File: src/fst_pkg.sv
package fst_pkg;

  // token capacity and derived widths
  localparam int MAX_TOKEN = 32;
  localparam int LEN_W     = $clog2(MAX_TOKEN + 1);
  localparam int ADDR_W    = (MAX_TOKEN > 1) ? $clog2(MAX_TOKEN) : 1;
  localparam int CHAR_W    = 8;

  // character codes
  localparam logic [CHAR_W-1:0] CH_NUL  = 8'h00;
  localparam logic [CHAR_W-1:0] CH_NL   = 8'h0A;
  localparam logic [CHAR_W-1:0] CH_TAB  = 8'h09;
  localparam logic [CHAR_W-1:0] CH_SP   = 8'h20;
  localparam logic [CHAR_W-1:0] CH_DQ   = 8'h22;
  localparam logic [CHAR_W-1:0] CH_SQ   = 8'h27;
  localparam logic [CHAR_W-1:0] CH_LPAR = 8'h28;
  localparam logic [CHAR_W-1:0] CH_RPAR = 8'h29;
  localparam logic [CHAR_W-1:0] CH_DOT  = 8'h2E;
  localparam logic [CHAR_W-1:0] CH_US   = 8'h53;
  localparam logic [CHAR_W-1:0] CH_BSL  = 8'h5C;
  localparam logic [CHAR_W-1:0] CH_LS   = 8'h73;

  // comment modes
  localparam logic [1:0] COMMENT_NONE  = 2'd0;
  localparam logic [1:0] COMMENT_PAREN = 2'd1;
  localparam logic [1:0] COMMENT_LINE  = 2'd2;

  // commands from controller to datapath
  typedef struct packed {
    logic keep_char;
    logic clear_token;
    logic clear_quote;
    logic set_quote;
    logic set_comment;
    logic clear_comment;
    logic start_emit;
    logic emit_subst;
    logic emit_extra;
    logic issue_token;
    logic issue_extra;
  } fst_cmd_t;

  // status from datapath to controller
  typedef struct packed {
    logic is_line_end;
    logic is_sep;
    logic is_rpar;
    logic is_closer;
    logic comment_active;
    logic comment_paren;
    logic quote_active;
    logic len_nonzero;
    logic cls_comment;
    logic cls_starter;
    logic slot_free;
    logic issue_last;
    logic em_extra;
  } fst_status_t;

endpackage

File: src/fst_ram.sv
module fst_ram #(
  parameter int WIDTH = 8,
  parameter int DEPTH = 32
) (
  input  logic                                     clk,
  input  logic                                     we,
  input  logic [((DEPTH > 1) ? $clog2(DEPTH) : 1)-1:0] waddr,
  input  logic [WIDTH-1:0]                         wdata,
  input  logic                                     re,
  input  logic [((DEPTH > 1) ? $clog2(DEPTH) : 1)-1:0] raddr,
  output logic [WIDTH-1:0]                         rdata
);

  logic [WIDTH-1:0] mem_r [DEPTH];
  logic [WIDTH-1:0] rdata_r;

  // one write port, one registered read port
  always_ff @(posedge clk) begin
    if (we) begin
      mem_r[waddr] <= wdata;
    end
    if (re) begin
      rdata_r <= mem_r[raddr];
    end
  end

  assign rdata = rdata_r;

endmodule

File: src/fst_ctrl.sv
module fst_ctrl (
  input  logic                clk,
  input  logic                rst_n,
  input  logic                in_valid,
  output logic                in_stall,
  input  fst_pkg::fst_status_t sts,
  output fst_pkg::fst_cmd_t    cmd
);

  localparam logic [1:0] S_IDLE  = 2'd0;
  localparam logic [1:0] S_EMIT  = 2'd1;
  localparam logic [1:0] S_EXTRA = 2'd2;

  logic [1:0] state_r;
  logic [1:0] state_nxt;

  // characters are taken only while no token is being issued
  assign in_stall = (state_r != S_IDLE);

  // decide per character and sequence token emission
  always_comb begin
    cmd       = '0;
    state_nxt = state_r;
    unique case (state_r)
      S_IDLE: begin
        if (in_valid) begin
          priority if (sts.is_line_end) begin
            cmd.clear_token   = 1'b1;
            cmd.clear_quote   = 1'b1;
            cmd.clear_comment = 1'b1;
            if ((sts.quote_active || sts.len_nonzero) && !sts.cls_comment) begin
              cmd.start_emit = 1'b1;
              cmd.emit_subst = sts.cls_starter;
              cmd.emit_extra = sts.cls_starter && !sts.quote_active;
              state_nxt      = S_EMIT;
            end
          end else if (sts.comment_active) begin
            if (sts.comment_paren && sts.is_rpar) begin
              cmd.clear_comment = 1'b1;
            end
          end else if (sts.quote_active) begin
            if (sts.is_closer) begin
              cmd.start_emit  = 1'b1;
              cmd.clear_token = 1'b1;
              cmd.clear_quote = 1'b1;
              state_nxt       = S_EMIT;
            end else begin
              cmd.keep_char = 1'b1;
            end
          end else if (sts.is_sep) begin
            if (sts.len_nonzero) begin
              cmd.clear_token = 1'b1;
              if (sts.cls_comment) begin
                cmd.set_comment = 1'b1;
              end else begin
                cmd.start_emit = 1'b1;
                cmd.emit_subst = sts.cls_starter;
                cmd.set_quote  = sts.cls_starter;
                state_nxt      = S_EMIT;
              end
            end
          end else begin
            cmd.keep_char = 1'b1;
          end
        end
      end
      S_EMIT: begin
        if (sts.slot_free) begin
          cmd.issue_token = 1'b1;
          if (sts.issue_last) begin
            state_nxt = sts.em_extra ? S_EXTRA : S_IDLE;
          end
        end
      end
      S_EXTRA: begin
        if (sts.slot_free) begin
          cmd.issue_extra = 1'b1;
          state_nxt       = S_IDLE;
        end
      end
      default: begin
        state_nxt = S_IDLE;
      end
    endcase
  end

  // state register
  always_ff @(posedge clk) begin
    if (!rst_n) begin
      state_r <= S_IDLE;
    end else begin
      state_r <= state_nxt;
    end
  end

endmodule

File: src/fst_datapath.sv
module fst_datapath (
  input  logic                clk,
  input  logic                rst_n,
  input  logic [7:0]          in_char_code,
  input  fst_pkg::fst_cmd_t    cmd,
  output fst_pkg::fst_status_t sts,
  output logic                out_valid,
  input  logic                out_stall,
  output logic [7:0]          out_token_char,
  output logic                out_token_empty,
  output logic                out_token_last,
  output logic                out_token_truncated
);

  // token collection state
  logic [fst_pkg::LEN_W-1:0]  len_r, len_nxt;
  logic                       ovf_r, ovf_nxt;
  logic [7:0]                 quote_r, quote_nxt;
  logic [1:0]                 comment_r, comment_nxt;
  logic [7:0]                 first_r, first_nxt;
  logic [7:0]                 second_r, second_nxt;

  // emission job
  logic [fst_pkg::LEN_W-1:0]  em_len_r, em_len_nxt;
  logic                       em_trunc_r, em_trunc_nxt;
  logic                       em_subst_r, em_subst_nxt;
  logic                       em_extra_r, em_extra_nxt;
  logic [fst_pkg::LEN_W-1:0]  idx_r, idx_nxt;

  // fetch stage
  logic rd_valid_r, rd_valid_nxt;
  logic rd_empty_r, rd_empty_nxt;
  logic rd_last_r, rd_last_nxt;
  logic rd_trunc_r, rd_trunc_nxt;
  logic rd_dq_r, rd_dq_nxt;

  // output register
  logic       out_valid_r, out_valid_nxt;
  logic [7:0] out_char_r, out_char_nxt;
  logic       out_empty_r, out_empty_nxt;
  logic       out_last_r, out_last_nxt;
  logic       out_trunc_r, out_trunc_nxt;

  // memory port
  logic                        ram_we;
  logic [fst_pkg::ADDR_W-1:0]  ram_waddr;
  logic                        ram_re;
  logic [fst_pkg::ADDR_W-1:0]  ram_raddr;
  logic [7:0]                  ram_rdata;

  logic cls_comment;
  logic cls_starter;
  logic first_is_pfx;
  logic second_is_q;
  logic has_room;
  logic load_out;
  logic slot_free;
  logic issue_last;

  fst_ram #(
    .WIDTH (8),
    .DEPTH (fst_pkg::MAX_TOKEN)
  ) u_store (
    .clk   (clk),
    .we    (ram_we),
    .waddr (ram_waddr),
    .wdata (in_char_code),
    .re    (ram_re),
    .raddr (ram_raddr),
    .rdata (ram_rdata)
  );

  // classify the collected token from its first two characters
  assign first_is_pfx = (first_r == fst_pkg::CH_DOT) || (first_r == fst_pkg::CH_LS) ||
                        (first_r == fst_pkg::CH_US);
  assign second_is_q  = (second_r == fst_pkg::CH_DQ) || (second_r == fst_pkg::CH_LPAR) ||
                        (second_r == fst_pkg::CH_SQ);
  assign cls_comment  = !ovf_r && (len_r == fst_pkg::LEN_W'(1)) &&
                        ((first_r == fst_pkg::CH_LPAR) || (first_r == fst_pkg::CH_BSL));
  assign cls_starter  = !ovf_r && (len_r == fst_pkg::LEN_W'(2)) && first_is_pfx && second_is_q;
  assign has_room     = (len_r < fst_pkg::LEN_W'(fst_pkg::MAX_TOKEN));

  // output handshake and fetch slot
  assign load_out   = rd_valid_r && (!out_valid_r || !out_stall);
  assign slot_free  = !rd_valid_r || load_out;
  assign issue_last = (em_len_r == '0) || (idx_r == em_len_r - fst_pkg::LEN_W'(1));

  // status to controller
  always_comb begin
    sts.is_line_end    = (in_char_code == fst_pkg::CH_NL) || (in_char_code == fst_pkg::CH_NUL);
    sts.is_sep         = (in_char_code == fst_pkg::CH_SP) || (in_char_code == fst_pkg::CH_TAB);
    sts.is_rpar        = (in_char_code == fst_pkg::CH_RPAR);
    sts.is_closer      = (in_char_code == quote_r);
    sts.comment_active = (comment_r != fst_pkg::COMMENT_NONE);
    sts.comment_paren  = (comment_r == fst_pkg::COMMENT_PAREN);
    sts.quote_active   = (quote_r != fst_pkg::CH_NUL);
    sts.len_nonzero    = (len_r != '0);
    sts.cls_comment    = cls_comment;
    sts.cls_starter    = cls_starter;
    sts.slot_free      = slot_free;
    sts.issue_last     = issue_last;
    sts.em_extra       = em_extra_r;
  end

  // collect characters and track quote and comment mode
  always_comb begin
    len_nxt     = len_r;
    ovf_nxt     = ovf_r;
    quote_nxt   = quote_r;
    comment_nxt = comment_r;
    first_nxt   = first_r;
    second_nxt  = second_r;
    ram_we      = 1'b0;
    ram_waddr   = len_r[fst_pkg::ADDR_W-1:0];
    if (cmd.keep_char) begin
      if (has_room) begin
        ram_we  = 1'b1;
        len_nxt = len_r + fst_pkg::LEN_W'(1);
        if (len_r == '0) begin
          first_nxt = in_char_code;
        end
        if (len_r == fst_pkg::LEN_W'(1)) begin
          second_nxt = in_char_code;
        end
      end else begin
        ovf_nxt = 1'b1;
      end
    end
    if (cmd.clear_token) begin
      len_nxt = '0;
      ovf_nxt = 1'b0;
    end
    if (cmd.set_quote) begin
      quote_nxt = (second_r == fst_pkg::CH_LPAR) ? fst_pkg::CH_RPAR : second_r;
    end
    if (cmd.clear_quote) begin
      quote_nxt = fst_pkg::CH_NUL;
    end
    if (cmd.set_comment) begin
      comment_nxt = (first_r == fst_pkg::CH_LPAR) ? fst_pkg::COMMENT_PAREN
                                                   : fst_pkg::COMMENT_LINE;
    end
    if (cmd.clear_comment) begin
      comment_nxt = fst_pkg::COMMENT_NONE;
    end
  end

  // latch the emission job and issue one result per cycle into the fetch stage while it has a free slot
  always_comb begin
    em_len_nxt   = em_len_r;
    em_trunc_nxt = em_trunc_r;
    em_subst_nxt = em_subst_r;
    em_extra_nxt = em_extra_r;
    idx_nxt      = idx_r;
    rd_valid_nxt = rd_valid_r;
    rd_empty_nxt = rd_empty_r;
    rd_last_nxt  = rd_last_r;
    rd_trunc_nxt = rd_trunc_r;
    rd_dq_nxt    = rd_dq_r;
    ram_re       = 1'b0;
    ram_raddr    = idx_r[fst_pkg::ADDR_W-1:0];
    if (cmd.start_emit) begin
      em_len_nxt   = len_r;
      em_trunc_nxt = ovf_r;
      em_subst_nxt = cmd.emit_subst;
      em_extra_nxt = cmd.emit_extra;
      idx_nxt      = '0;
    end
    if (load_out) begin
      rd_valid_nxt = 1'b0;
    end
    if (cmd.issue_token) begin
      rd_valid_nxt = 1'b1;
      rd_trunc_nxt = em_trunc_r;
      rd_last_nxt  = issue_last;
      if (em_len_r == '0) begin
        rd_empty_nxt = 1'b1;
        rd_dq_nxt    = 1'b0;
      end else begin
        ram_re       = 1'b1;
        rd_empty_nxt = 1'b0;
        rd_dq_nxt    = em_subst_r && (idx_r == fst_pkg::LEN_W'(1));
        idx_nxt      = idx_r + fst_pkg::LEN_W'(1);
      end
    end
    if (cmd.issue_extra) begin
      rd_valid_nxt = 1'b1;
      rd_empty_nxt = 1'b1;
      rd_last_nxt  = 1'b1;
      rd_trunc_nxt = 1'b0;
      rd_dq_nxt    = 1'b0;
    end
  end

  // output register
  always_comb begin
    out_valid_nxt = out_valid_r;
    out_char_nxt  = out_char_r;
    out_empty_nxt = out_empty_r;
    out_last_nxt  = out_last_r;
    out_trunc_nxt = out_trunc_r;
    if (load_out) begin
      out_valid_nxt = 1'b1;
      out_char_nxt  = rd_empty_r ? fst_pkg::CH_NUL : (rd_dq_r ? fst_pkg::CH_DQ : ram_rdata);
      out_empty_nxt = rd_empty_r;
      out_last_nxt  = rd_last_r;
      out_trunc_nxt = rd_trunc_r;
    end else if (!out_stall) begin
      out_valid_nxt = 1'b0;
    end
  end

  // control registers
  always_ff @(posedge clk) begin
    if (!rst_n) begin
      len_r       <= '0;
      ovf_r       <= 1'b0;
      quote_r     <= fst_pkg::CH_NUL;
      comment_r   <= fst_pkg::COMMENT_NONE;
      em_len_r    <= '0;
      em_trunc_r  <= 1'b0;
      em_subst_r  <= 1'b0;
      em_extra_r  <= 1'b0;
      idx_r       <= '0;
      rd_valid_r  <= 1'b0;
      out_valid_r <= 1'b0;
    end else begin
      len_r       <= len_nxt;
      ovf_r       <= ovf_nxt;
      quote_r     <= quote_nxt;
      comment_r   <= comment_nxt;
      em_len_r    <= em_len_nxt;
      em_trunc_r  <= em_trunc_nxt;
      em_subst_r  <= em_subst_nxt;
      em_extra_r  <= em_extra_nxt;
      idx_r       <= idx_nxt;
      rd_valid_r  <= rd_valid_nxt;
      out_valid_r <= out_valid_nxt;
    end
  end

  // payload registers
  always_ff @(posedge clk) begin
    first_r     <= first_nxt;
    second_r    <= second_nxt;
    rd_empty_r  <= rd_empty_nxt;
    rd_last_r   <= rd_last_nxt;
    rd_trunc_r  <= rd_trunc_nxt;
    rd_dq_r     <= rd_dq_nxt;
    out_char_r  <= out_char_nxt;
    out_empty_r <= out_empty_nxt;
    out_last_r  <= out_last_nxt;
    out_trunc_r <= out_trunc_nxt;
  end

  assign out_valid           = out_valid_r;
  assign out_token_char      = out_char_r;
  assign out_token_empty     = out_empty_r;
  assign out_token_last      = out_last_r;
  assign out_token_truncated = out_trunc_r;

`ifndef SYNTHESIS
  a_len_bound: assert property (@(posedge clk) disable iff (!rst_n)
    len_r <= fst_pkg::LEN_W'(fst_pkg::MAX_TOKEN))
    else $error("token length beyond capacity");

  a_ovf_full: assert property (@(posedge clk) disable iff (!rst_n)
    ovf_r |-> (len_r == fst_pkg::LEN_W'(fst_pkg::MAX_TOKEN)))
    else $error("overflow flagged with room left");

  a_modes_excl: assert property (@(posedge clk) disable iff (!rst_n)
    !((comment_r != fst_pkg::COMMENT_NONE) && (quote_r != fst_pkg::CH_NUL)))
    else $error("comment and quote mode both active");

  a_issue_slot: assert property (@(posedge clk) disable iff (!rst_n)
    (cmd.issue_token || cmd.issue_extra) |-> slot_free)
    else $error("result issued into a full fetch stage");

  a_fetch_hold: assert property (@(posedge clk) disable iff (!rst_n)
    (rd_valid_r && out_valid_r && out_stall) |=> rd_valid_r)
    else $error("fetched result lost under stall");
`endif

endmodule

File: src/forth_source_tokenizer.sv
// channel   valid      stall       payload
// input     in_valid   in_stall    in_char_code
// output    out_valid  out_stall   out_token_char, out_token_empty, out_token_last,
//                                  out_token_truncated
//
// A character that emits nothing does not hold the input. One that ends a token holds
// it while each kept character is issued (an empty token gives one empty result), plus
// an empty token after a quote starter at a line end. A result passes the registered
// store read, then the output register. Reset is synchronous, active low, and clears
// token, quote and comment state but not the token store. out_stall backs up through
// the output and fetch registers into the sequencer, which then holds in_stall high.
module forth_source_tokenizer (
  input  logic       clk,
  input  logic       rst_n,
  input  logic       in_valid,
  output logic       in_stall,
  input  logic [7:0] in_char_code,
  output logic       out_valid,
  input  logic       out_stall,
  output logic [7:0] out_token_char,
  output logic       out_token_empty,
  output logic       out_token_last,
  output logic       out_token_truncated
);

  fst_pkg::fst_cmd_t    cmd;
  fst_pkg::fst_status_t sts;

  // per-character decisions and emission sequencing
  fst_ctrl u_ctrl (
    .clk      (clk),
    .rst_n    (rst_n),
    .in_valid (in_valid),
    .in_stall (in_stall),
    .sts      (sts),
    .cmd      (cmd)
  );

  // token store, mode registers and result path
  fst_datapath u_dp (
    .clk                 (clk),
    .rst_n               (rst_n),
    .in_char_code        (in_char_code),
    .cmd                 (cmd),
    .sts                 (sts),
    .out_valid           (out_valid),
    .out_stall           (out_stall),
    .out_token_char      (out_token_char),
    .out_token_empty     (out_token_empty),
    .out_token_last      (out_token_last),
    .out_token_truncated (out_token_truncated)
  );

endmodule

File: config.mk
export PLATFORM = sky130hd
export DESIGN_NAME = forth_source_tokenizer
export DESIGN_NICKNAME = d
export VERILOG_FILES = /design/src/fst_pkg.sv /design/src/fst_ram.sv /design/src/fst_ctrl.sv /design/src/fst_datapath.sv /design/src/forth_source_tokenizer.sv
export SDC_FILE = /design/constraint.sdc
export NUM_CORES = 1
export LEC_CHECK = 0
export BUFFER_PORTS_ARGS = -buffer_cell sky130_fd_sc_hd__clkbuf_2
export CAP_MARGIN = 20
export CORE_ASPECT_RATIO = 0.7
export CORE_MARGIN = 2
export CORE_UTILIZATION = 33
export CTS_CLUSTER_DIAMETER = 150
export DETAILED_ROUTE_END_ITERATION = 16
export RECOVER_POWER = 50
export SLEW_MARGIN = 10
export SYNTH_ARGS = -nofsm -noshare
export SYNTH_HDL_FRONTEND = slang
export SYNTH_SLANG_ARGS = --single-unit
export TNS_END_PERCENT = 1
File: constraint.sdc
create_clock -name clk -period 3.7 [get_ports clk]
set_input_delay 0.37 -clock clk [delete_from_list [all_inputs] [get_ports clk]]
set_output_delay 0.37 -clock clk [all_outputs]
set_load 0.03 [all_outputs]
Yosys cells after proc, flatten, opt, wreduce, memory -nomap -nowiden

Memory sizes are Yosys's and may differ from the RTL's. A register that Yosys moved wholly into a read port is not among the register bits.
Index checks and enable logic that the tools add are counted.

Word-level logic and storage cells: 172
Output and inout port bits: 13
Input bits: 12
Bits in writable memories: 256
Bits in registers: 67
Memories: 1

Memory list:

| name               | words | width | rd ports | clocked after memory_dff | write ports | RTL line      | text |
|---|---|---|---|---|---|---|---|
| u_dp.u_store.mem_r | 32    | 8     | 1        | 1                        | 1           | fst_ram.sv:14 | `logic [WIDTH-1:0] mem_r [DEPTH];` |

$lt $le $gt $ge: 1
Add/subtract/negate cells: 3
Reductions and logical operators: 45
Equality and inequality tests: 31
Bitwise operators: 2
Multiplexer cells: 66

Operator list:

| cell                | number |
|---|---|
| $eq 8x6->1 const B  | 7 |
| $mux 2              | 25 |
| $mux 1              | 30 |
| $eq 8x7->1 const B  | 3 |
| $mux 6              | 4 |
| $mux 9              | 2 |
| $eq 8x4->1 const B  | 2 |
| $add 6x1->6 const B | 2 |
| $eq 6x1->1 const B  | 2 |
| $logic_not 6->1     | 2 |
| $logic_or 1x1->1    | 11 |
| $logic_and 1x1->1   | 10 |
| $reduce_and 10->1   | 1 |
| $eq 8x8->1          | 1 |
| $logic_not 8->1     | 1 |
| $mux 8              | 1 |
| $ne 2x1->1 const B  | 4 |
| $ne 4x4->1 const B  | 2 |
| $reduce_bool 8->1   | 1 |
| $reduce_or 2->1     | 4 |
| $eq 6x2->1 const B  | 1 |
| $eq 6x6->1          | 1 |
| $logic_not 1->1     | 6 |
| $lt 6x6->1 const B  | 1 |
| other kinds (18)    | 24 |

Longest topological paths before layout

Gate-level depths: netlist of run 1.

Depth after elaboration: 16
Gate-level depth with buffers: 10
Mapped depth without buffers: 9

Cells and area by module

A second synthesis of run 1 with hierarchy kept.

Cell total of the unflattened synthesis: 746
Area, all modules: 13477.9 µm²

By module, submodules not included:

| module       | cells an instance | times used | area each (µm²) | seq. area each (µm²) |
|---|---|---|---|---|
| fst_ram      | 417               | 1          | 10133.5         | 7927.6 |
| fst_datapath | 286               | 1          | 3032.9          | 1571.5 |
| fst_ctrl     | 43                | 1          | 311.5           | 40.0 |

Least setup slack after synthesis of run 1

No wires, ideal clock.

Kind: register to register
From: reg u_dp.idx_r[0] (netlist bit)
To: reg u_dp.u_store.rdata_r[0], in the netlist u_dp.u_store.rdata[0], read port of u_dp.u_store.mem_r (data pin)
Library setup time: 0.260 ns
Clock period less this slack: 2.628 ns
Buffers on the path: 3
Path slack: 1.072 ns
Arrival: 2.368 ns
Stages on the path, launching flop included: 7
Data required time: 3.440 ns
Cells stage by stage: dfxtp_1 clkbuf_1 buf_2 buf_2 mux4_2 mux4_2 mux2_2

RTL lines:

| item                     | RTL line            | text |
|---|---|---|
| start: declaration       | fst_datapath.sv:28  | `logic [fst_pkg::LEN_W-1:0] idx_r, idx_nxt;` |
| start signal: assignment | fst_datapath.sv:236 | `idx_r <= idx_nxt;` |
| end: declaration         | fst_ram.sv:15       | `logic [WIDTH-1:0] rdata_r;` |

Worst setup path after layout of run 1

From: reg u_dp.quote_r[7]
To: mem u_dp.u_store.mem_r[17][6] (enable)

Longest elaborated chain between the ends: 10
Elaborated cells between the ends (all ways): 11
Those cells by class: eq/ne: 1; mux: 9; reduce/logical: 1

RTL lines:

| item                           | RTL line            | text |
|---|---|---|
| start: declaration             | fst_datapath.sv:18  | `logic [7:0] quote_r, quote_nxt;` |
| start signal: assignment       | fst_datapath.sv:218 | `quote_r <= fst_pkg::CH_NUL;` |
| start signal: assignment       | fst_datapath.sv:230 | `quote_r <= quote_nxt;` |
| $eq 8x8->1                     | fst_datapath.sv:93  | `sts.is_closer = (in_char_code == quote_r);` |
| $mux 1                         | fst_ctrl.sv:42      | `if (sts.is_closer) begin` |
| $mux 2 *                       | fst_ctrl.sv:41      | `end else if (sts.quote_active) begin` |
| $mux 5 *                       | fst_ctrl.sv:37      | `end else if (sts.comment_active) begin` |
| $mux 1 *                       | fst_ctrl.sv:27      | `priority if (sts.is_line_end) begin` |
| $mux 9 *                       | fst_ctrl.sv:26      | `if (in_valid) begin` |
| $mux 9 *                       | fst_ctrl.sv:24      | `unique case (state_r)` |
| $mux 1 *                       | fst_datapath.sv:115 | `if (cmd.keep_char) begin` |
| $mux 1 *                       | fst_ram.sv:19       | `if (we) begin` |
| $mux 1 (not written as such) * | fst_ram.sv:20       | `mem_r[waddr] <= wdata;` |
| end: declaration               | fst_ram.sv:14       |  |

Mark *: on every way between the ends. The rest lies on a longest branch, timed or not.

==> results of run 1 <==
-- cell usage in the layout (no fill, tap or decap), types with 4 or more instances in the layout --
cell,count
bufinv_16,5
mux2_2,8
edfxtp_1,291
xnor2_1,5
nor3b_1,4
a21oi_1,15
clkbuf_1,31
mux4_2,80
and2_1,8
xor2_1,17
dfxtp_1,38
clkinvlp_4,7
nand3_1,14
nor4b_1,5
clkinv_2,8
nor4_1,6
o21ai_0,7
clkbuf_16,31
nand4b_1,5
nand3b_1,4
nor2b_1,13
ha_1,7
nor3_1,8
and2_0,7
buf_4,35
and3_1,4
inv_1,8
nand2_1,33
mux2i_1,10
a31oi_1,7
nor2_1,69
-- final timing paths --
check                  start                         to  slack [ns]
max          u_dp.quote_r[7]  u_dp.u_store.mem_r[17][6]        0.63
min                out_stall             u_dp.out_valid        0.14
max reg2reg  u_dp.quote_r[7]  u_dp.u_store.mem_r[17][6]        0.63
min reg2reg  u_dp.rd_trunc_r   u_dp.out_token_truncated        0.46
-- routing by layer --
layer  vias up  global-route usage, %  part of all wire [%]
met5         -                      0                     0
met4         0                   2.35                   1.3
met3        38                   3.36                   8.2
met2       292                   19.3                    40
met1      3770                   24.7                    51
li1       3184                      -                     -
-- worst max-delay path, stage by stage, from the launching register on --
cell	delay [ns]
dfxtp_1	0.34
nor4_2	0.45
a211oi_1	0.17
and3_1	0.27
nor4b_2	0.57
nand2_1	0.53
nor2_1	0.22
buf_4	0.21
-- cells by family after synthesis --
logic type / count (synthesis)
adders and majority gates: 7
and+or+nand+nor: 203
muxes: 98
DFF: 331
xor gates and xnor gates: 22
AOI/OAI and AO/OA: 60
buffers and inverters: 42
-- power breakdown --
group | switching [mW] | total (mW) | internal, mW | leakage [nW]
clock network | 1.44 | 3.33 | 1.89 | 0.507
registers | 0.0302 | 4.16 | 4.13 | 2.96
logic | 0.221 | 0.316 | 0.0959 | 1.43
total | 1.69 | 7.81 | 6.12 | 4.90
-- registers in the layout, indices dropped and copies added (netlist names), 2 cells and up --
register             flops
u_dp.second_r            8
u_dp.quote_r             8
u_dp.u_store.mem_r     256
u_dp.first_r             8
u_ctrl.state_r           2
u_dp.len_r               6
u_dp.comment_r           2
u_dp.em_len_r            6
u_dp.out_token_char      8
u_dp.u_store.rdata       8
u_dp.idx_r               6
-- through the flow --
step	area [sq um]	util, %	setup slack, ns	power, mW	hold WS, ns
floorplan	13500	-	1.07	4.38	0.418
global placement	14600	36.3	0.673	4.55	0.437
detailed placement	14600	36.3	0.592	4.56	0.437
CTS	15600	39.0	0.643	7.86	0.121
global route	15600	38.8	0.428	8.04	0.129
finish	15600	38.8	0.632	7.81	0.136
-- cell type report --
class                           instances  share of cell area, %
Antenna cell                            1                 0.0161
Clock buffer                           31                   4.98
Clock inverter                         27                   1.86
Inverter                                8                  0.193
Multi-Input combinational cell        390                   24.4
Sequential cell                       331                   61.3
Tap cell                              535                   4.30
Timing Repair Buffer                   72                   2.92
==> reports/metrics.csv, run 1 <==
metric,value,unit
post-CTS setup buffers,0,
Non-Filler Instances,1395,
post-route ant nets,0,
mux contribution to synthesized area,14.7,%
Avg Inst Size Synth,17.7,sq um
flop and latch count out of synthesis,331,
Min-Delay Path Class,in -> reg,
core box area,40100,sq um
Congestion Overflow GR,0,
WP data required,3.97,ns
initial antenna violation count,5,
CP Max Fanout,9,
Starting Density,33.7,%
post-synthesis simple-gate area fraction,8.13,%
final net count,853,
actual transition at the worst max-transition pin,1.85,ns
Reg area,9550,sq um
final worst path period need,3.07,ns
Resized cells post-CTS,0,
endpoints failing setup,0,
drt via density,5.22,
setup TNS,0,ns
number of max-cap violations,6,
num ports,25,
drt pass-1 iters,5,
sequential fraction of the synthesis area,70.6,%
Die Wd,246,um
Compound-Gate Fraction of Synth Area,3.16,%
Lkg Pwr,4.90,nW
Synth Cell Area,13500,sq um
Adder-Cell Fraction of Synth Area,0.648,%
"Distinct cells, synth",62,
H-tree Lvls,1,
biggest area consumer among synthesized cells,edfxtp_1,
share of the synthesized area in the top cell type,64.7,%
clock sink count,331,
GRT Overall Usage,14.8,%
DRC,0,
status,"complete, but fails checks",
Iter 0 DRT Violations,722,
Fmax,0.326,GHz
synth warn,0,
crit path DAT,3.34,ns
CTS Buffer Depth,3,
"Slew Viols, Final",210,
Register-to-Register Path Depth,7,
Final Hold Fails,0,
post-synthesis cell count,763,
RSZ-0062 raised after global routing,no,
failing checks,"capacitance limit, slew limit",
Worst Setup End Kind,register,
drt wl/cell,22.6,um
vias in the first global route,7037,
Post-Place Cells,1336,
largest net degree at the start of global routing,37,
CTS Buf Count,31,
Final HPWL DP,20500,um
worst vdd ir,0.407,mV
clk slew on worst S/H paths,0.07,ns
dominant cells by area after synthesis,"edfxtp_1 65%, mux4_2 13%, dfxtp_1 5.9%",
"Hold-fix buffers, CTS",0,
"Net Count, Synth",782,
share of cells above drive strength 1,23.4,%
relative slew slack,-23.5,%
largest family of logic cells by synthesized area,multiplexers,
power density over cell area,502,nW/um^2
WL final,31600,um
Post-synth EDFFs,291,
Crit Path Category,reg -> reg,
Post-synth top flop,edfxtp_1,
site row count,61,
CTS tree,built,
CP startpoint kind,register,
most common cell in the netlist,edfxtp_1,
I/O Buffers,24,
synth cell count leaders,"291 x edfxtp_1, 80 x mux4_2, 69 x nor2_1",
Final Skew,0.0196,ns
Via Count,7284,
Die Ht,173,um
crit share post-route,82.9,%
number of stages on the worst hold path,3,
multi-input logic area,3800,sq um
Filler cells,3647,
fraction of registers with async set or reset after synthesis,0,%
post-synthesis xor/xnor area fraction,1.43,%
area grow syn2layout,15.2,%
clock root cell,clkbuf_16,
global-route wire length before repair,47000,um
Die Area,42600,sq um
Final GP Congestion,0.861,
Clock Latency Late Sink,0.58,ns
(Power assumes the default switching activity.)
==> run 2: changes to the inputs <==
Clock period 3.7 ns to 2.9 ns, I/O delays scaled along.
==> run 2 against run 1 <==
Compared with the run above:
- highest routed layer unchanged
- register-to-register slack got worse by 0.43 ns
- final cell count barely moved
- sequential power rose by 28%
- largest power group unchanged
- the flow still finishes with violations (capacitance limit, slew limit)
- sequential cell count is the same
- hold slack lost 0.11 ns
- first-iteration DRC count is 0.97% higher
- clock skew down 0.0078 ns
- worst setup slack worse by 0.43 ns
- sequential share of layout area about the same
- via count fell by 1.0%
==> reports/metrics.csv, run 2 (same netlist as run 1, synthesis figures left out) <==
metric,value,unit,change
failing checks,"capacitance limit, slew limit",,
Die Wd,246,um,unchanged
Non-Filler Instances,1396,,+0.072%
Worst Setup End Kind,register,,
CTS tree,built,,
P_int,7.72,mW,+26%
"Critical Path, Cell by Cell","clkbuf_2, mux4_2, mux4_2, mux2_2",,
Final Skew,0.0119,ns,-0.00775 ns
Final Worst Setup Slack,0.203,ns,-0.429 ns
final worst path period need,2.70,ns,-0.371 ns
drt wl/cell,22.4,um,-0.84%
clk slew on worst S/H paths,0.07,ns,about the same
Clock Latency Late Sink,0.56,ns,-0.02 ns
Final GP Congestion,0.876,,+1.7%
Crit Path Category,reg -> reg,,
crit-path max cell delay,0.60,ns,+0.03 ns
DP Worst Slack,-0.0441,ns,-0.636 ns
Post-Place Cells,1339,,+0.22%
Starting Density,33.7,%,unchanged
global-route wire length before repair,46400,um,-1.1%
max FFs per register,256,,unchanged
endpoints failing setup,0,,unchanged
drt via density,5.16,,-1.1%
DRC,0,,unchanged
final net count,855,,+0.23%
initial antenna violation count,2,,-3
post-CTS setup buffers,0,,unchanged
Biggest register,u_dp.u_store.mem_r,,
Switch Pwr,2.10,mW,+24%
most frequent CP cell,mux4_2,,
H-tree Lvls,1,,unchanged
number of stages on the worst hold path,3,,unchanged
WP data required,3.20,ns,-0.77 ns
num ports,25,,unchanged
crit share post-route,93.0,%,+10 points
number of max-cap violations,6,,unchanged
Min-Delay Path Class,in -> reg,,
worst vdd ir,0.433,mV,+6.5%
clock sink count,331,,unchanged
Comb power frac,4.6,%,+0.5 points
Final HPWL DP,20900,um,+1.7%
status,"complete, but fails checks",,
Congestion Overflow GR,0,,unchanged
actual transition at the worst max-transition pin,1.89,ns,+0.0390 ns
"commonest non-fill, non-tap cell in the layout",edfxtp_1,,
Lkg Pwr,4.86,nW,-0.72%
core box area,40100,sq um,unchanged
Fmax,0.371,GHz,+14%
setup TNS,0,ns,unchanged
crit path DAT,3.00,ns,-0.34 ns
vias in the first global route,6964,,-1.0%
Filler cells,3691,,+1.2%
CTS Buffer Depth,3,,unchanged
Resized cells post-CTS,2,,+2
relative slew slack,-26.1,%,-2.6 points
power density over cell area,631,nW/um^2,+26%
CTS Buf Count,30,,-3.2%
I/O Buffers,24,,unchanged
GRT Overall Usage,14.6,%,-0.14 points
Iter 0 DRT Violations,729,,+0.97%
Via Count,7208,,-1.0%
min-delay src,out_stall,,
RSZ-0062 raised after global routing,no,,
Sequential Power Share,54.1,%,+0.8 points
Die Area,42600,sq um,unchanged
site row count,61,,unchanged
drt pass-1 iters,5,,unchanged
Register-to-Register Path Depth,4,,-3
Sw Ratio,21.4,%,-0.24 points
Total Power,9.82,mW,+26%
part of the power in the clock network,41.3,%,-1.4 points
RR Startpoint,u_dp.idx_r[0],,
area grow syn2layout,15.2,%,about the same
largest net degree at the start of global routing,35,,-5.4%
R2R Path End,u_dp.u_store.rdata[4],,
WHS Endpoint,u_dp.out_valid,,
WL final,31300,um,-0.77%
post-route ant nets,0,,unchanged
Die Ht,173,um,unchanged
CP startpoint kind,register,,
Final Hold Fails,0,,unchanged
Critical Path Slowest Stage Cell,mux4_2,,
clock root cell,clkbuf_16,,
share of cells above drive strength 1,24.7,%,+1.3 points
"Hold-fix buffers, CTS",0,,unchanged
CP Max Fanout,15,,+6
"Slew Viols, Final",211,,+0.48%
most frequent cells in the layout,"291 x edfxtp_1, 80 x mux4_2, 46 x nor2_1",,
WP buf/inv,1,,unchanged
"delay-heaviest family, CP",multiplexers,,
r2r setup slk,0.20,ns,-0.43 ns
[run 2: changes by cell type in the layout (fill, tap and decap cells not counted), sizes merged]
cell / before / now
clkbuf: 65 / 76
clkinvlp: 7 / 1
buf: 38 / 34
clkinv: 13 / 15
bufinv: 5 / 4
inv: 10 / 9
[run 2: layer usage]
layer	share of wire [%]	vias to the layer above	GRT usage, %
met2	40	235	19.1
li1	-	3191	-
met4	1.6	0	2.55
met5	0	-	0
met1	51	3751	24.3
met3	7.3	31	3.47
[run 2: area by class of cell]
type	count	area (sq um)	share of cell area (%)
Sequential cell	331	9550	61.3
Multi-Input combinational cell	390	3850	24.8
Clock buffer	35	791	5.08
Tap cell	535	669	4.30
Timing Repair Buffer	75	468	3.01
Clock inverter	21	206	1.33
Inverter	8	30.0	0.193
Antenna cell	1	2.50	0.0161
[run 2: how the worst max path moves through the flow]
stage                     depth (start not counted)             from                         to  slack (ns)
after floorplan                                   6    u_dp.idx_r[0]      u_dp.u_store.rdata[0]        0.27
after global placement                            8  in_char_code[0]   u_dp.u_store.mem_r[5][5]       -0.07
after CTS                                         7  u_dp.quote_r[4]  u_dp.u_store.mem_r[25][7]       0.002
final                                             4    u_dp.idx_r[0]      u_dp.u_store.rdata[4]        0.20
after global routing                              7  u_dp.quote_r[4]           u_dp.second_r[1]        0.01
after detailed placement                          8  in_char_code[0]  u_dp.u_store.mem_r[21][3]       -0.04
[run 2: stage by stage]
step	area, sq um	util [%]	hold WS (ns)
2_1_floorplan	13500	-	0.389
3_3_place_gp	14600	36.4	0.440
3_5_place_dp	14600	36.4	0.448
4_1_cts	15600	38.9	0.00883
5_1_grt	15600	38.8	0.0523
6_report	15600	38.9	0.0275
[run 2: worst reg2reg max path, delay by kind of cell (launching register included)]
kind	cells	cell delay, ns
buf+inv	1	0.55
flops	1	0.48
mux	3	1.41
[run 2: power groups by stage]
stage,Sequential (mW),Clock (mW),Combinational (mW)
after floorplan,5.39,0,0.199
after global placement,5.41,0,0.442
after detailed placement,5.41,0,0.444
after CTS,5.30,4.12,0.447
after global routing,5.31,4.30,0.486
final,5.31,4.06,0.454
==> run 3: changes to the inputs <==
Settings changed: SETUP_SLACK_MARGIN from default to 0.5.
==> run 3 against run 2 <==
Compared with the run above:
- the flow still finishes with violations (capacitance limit, slew limit)
- design area rose by 1.4%
- count of clock-buffer cells in the layout rose by 4
- critical path depth is the same
- non-clock buffer count decreased by 3
- power is 0.71% lower
- hold slack improved by 0.0093 ns
- die area unchanged
- critical endpoint is now u_dp.u_store.rdata[7]
- largest cell class unchanged
==> reports/metrics.csv, run 3 (same netlist as run 1, synthesis figures left out) <==
metric,value,unit,change
Via Count,7213,,+0.069%
Non-Filler Instances,1392,,-0.29%
CTS Buf Count,30,,unchanged
drt wl/cell,22.5,um,+0.28%
worst vdd ir,0.439,mV,+1.3%
Crit Path Category,reg -> reg,,
max FFs per register,256,,unchanged
Fmax,0.400,GHz,+7.8%
GRT Overall Usage,14.9,%,+0.28 points
part of the power in the clock network,40.7,%,-0.6 points
relative slew slack,-21.3,%,+4.7 points
Crit path depth,4,,unchanged
WP data required,3.21,ns,about the same
number of max-cap violations,5,,-1
status,"complete, but fails checks",,
endpoints failing setup,0,,unchanged
drt via density,5.18,,+0.36%
largest net degree at the start of global routing,35,,unchanged
Sequential Power Share,54.4,%,+0.3 points
setup TNS,0,ns,unchanged
Iter 0 DRT Violations,687,,-5.8%
num ports,25,,unchanged
vias in the first global route,7076,,+1.6%
Starting Density,33.7,%,unchanged
Final HPWL DP,20900,um,+0.34%
Worst setup endpoint,u_dp.u_store.rdata[7],,
post-route ant nets,0,,unchanged
Die Area,42600,sq um,unchanged
I/O Buffers,24,,unchanged
crit path DAT,2.81,ns,-0.19 ns
Switch Pwr,2.12,mW,+0.77%
initial antenna violation count,3,,+1
CP startpoint kind,register,,
Final Worst Setup Slack,0.397,ns,+0.194 ns
Congestion Overflow GR,0,,unchanged
WP buf/inv,1,,unchanged
crit-path max cell delay,0.58,ns,-0.02 ns
CP Max Fanout,27,,+12
Final Hold Slack,0.0368,ns,+0.00930 ns
clock root cell,clkbuf_16,,
DP Worst Slack,0.155,ns,+0.199 ns
"commonest non-fill, non-tap cell in the layout",edfxtp_1,,
Final Hold Fails,0,,unchanged
most frequent cells in the layout,"291 x edfxtp_1, 80 x mux4_2, 41 x clkbuf_1",,
r2r setup slk,0.40,ns,+0.19 ns
Die Wd,246,um,unchanged
"Slew Viols, Final",175,,-17%
final worst path period need,2.50,ns,-0.194 ns
clock sink count,331,,unchanged
Clock Latency Late Sink,0.57,ns,about the same
Sw Ratio,21.7,%,+0.32 points
share of cells above drive strength 1,26.5,%,+1.8 points
Lkg Pwr,4.88,nW,+0.30%
drt pass-1 iters,5,,unchanged
Critical Path Slowest Stage Cell,mux4_2,,
CTS Buffer Depth,3,,unchanged
site row count,61,,unchanged
power density over cell area,618,nW/um^2,-2.0%
actual transition at the worst max-transition pin,1.82,ns,-0.0711 ns
DRC,0,,unchanged
H-tree Lvls,1,,unchanged
R2R Path End,u_dp.u_store.rdata[7],,
crit share post-route,86.3,%,-6.7 points
failing checks,"capacitance limit, slew limit",,
Comb power frac,4.9,%,+0.3 points
"Critical Path, Cell by Cell","buf_12, mux4_2, mux4_2, mux2_2",,
Final Skew,0.0152,ns,+0.00329 ns
Die Ht,173,um,unchanged
most frequent CP cell,mux4_2,,
RSZ-0062 raised after global routing,yes,,
"delay-heaviest family, CP",multiplexers,,
clk slew on worst S/H paths,0.07,ns,about the same
CTS tree,built,,
Final GP Congestion,0.863,,-1.4%
global-route wire length before repair,47100,um,+1.5%
RR Startpoint,u_dp.idx_r[0],,
Total Power,9.75,mW,-0.71%
WL final,31300,um,about the same
P_int,7.63,mW,-1.1%
final net count,852,,-0.35%
core box area,40100,sq um,unchanged
ant diodes,0,,-1
area grow syn2layout,16.7,%,
Critical Path Start,u_dp.idx_r[0],,
Biggest register,u_dp.u_store.mem_r,,
Min-Delay Path Class,in -> reg,,
Post-Place Cells,1333,,-0.45%
Worst Setup End Kind,register,,
Register-to-Register Path Depth,4,,unchanged
run 3: cell count changes in the layout (fill, tap and decap cells not counted), moves of 3 or more:
cell        delta
and2_1         -3
nor2_1         -9
buf_12         +5
clkinv_1       -6
buf_4          -6
nor2_2        -16
clkbuf_8       +3
clkinvlp_4     +4
nor2_4        +25
run 3: repair_timing:
item | CTS | global route
hold buffers | 0 | 0
resized for setup | 1 | 35
pin swaps | 0 | 11
setup endpoints to repair | 273 | 294
buffers inserted | 0 | 3
run 3: through the flow:
stage | area [sq um] | utilization [%]
5_1_grt | 15800 | 39.4
3_3_place_gp | 14700 | 36.6
2_1_floorplan | 13600 | -
3_5_place_dp | 14700 | 36.6
6_report | 15800 | 39.4
4_1_cts | 15600 | 39.0
run 3: routing by layer:
layer | wire length, um | part of all wire (%) | track usage, % | vias up
li1 | - | - | - | 3190
met1 | 15900 | 51 | 24.4 | 3750
met2 | 12900 | 41 | 20.3 | 238
met3 | 2050 | 6.5 | 2.97 | 35
met4 | 507 | 1.6 | 2.63 | 0
met5 | 0 | 0 | 0 | -
run 3: tightest hold or removal path: cells and delay by family:
kind	cells	cell delay, ns
and+or+nand+nor	1	0.10
AOI/OAI and AO/OA	1	0.06
buffers and inverters	1	0.10
run 3: cell type report:
cell class	instances	area, sq um
Clock inverter	17	156
Clock buffer	39	836
Fill cell	3663	24300
Timing Repair Buffer	72	510
Multi-Input combinational cell	390	4030
Sequential cell	331	9550
Inverter	8	33.8
Tap cell	535	669
run 3: how the worst min path moves through the flow:
stage	slack [ns]	cells past startpoint	from	endpoint
after global placement	0.46	0	u_dp.rd_trunc_r	u_dp.out_token_truncated
after floorplan	0.39	0	in_char_code[0]	u_dp.first_r[0]
after CTS	0.02	3	out_stall	u_dp.out_valid
after detailed placement	0.46	0	u_dp.rd_trunc_r	u_dp.out_token_truncated
after global routing	0.08	3	out_stall	u_dp.out_valid
final	0.04	3	out_stall	u_dp.out_valid
run 3: power by group through the flow:
stage               sequential, mW  clock (mW)  combinational [mW]
floorplan                     5.39           0               0.213
global placement              5.40           0               0.460
detailed placement            5.40           0               0.461
CTS                           5.30        4.07               0.463
global route                  5.31        4.27               0.515
finish                        5.30        3.97               0.482
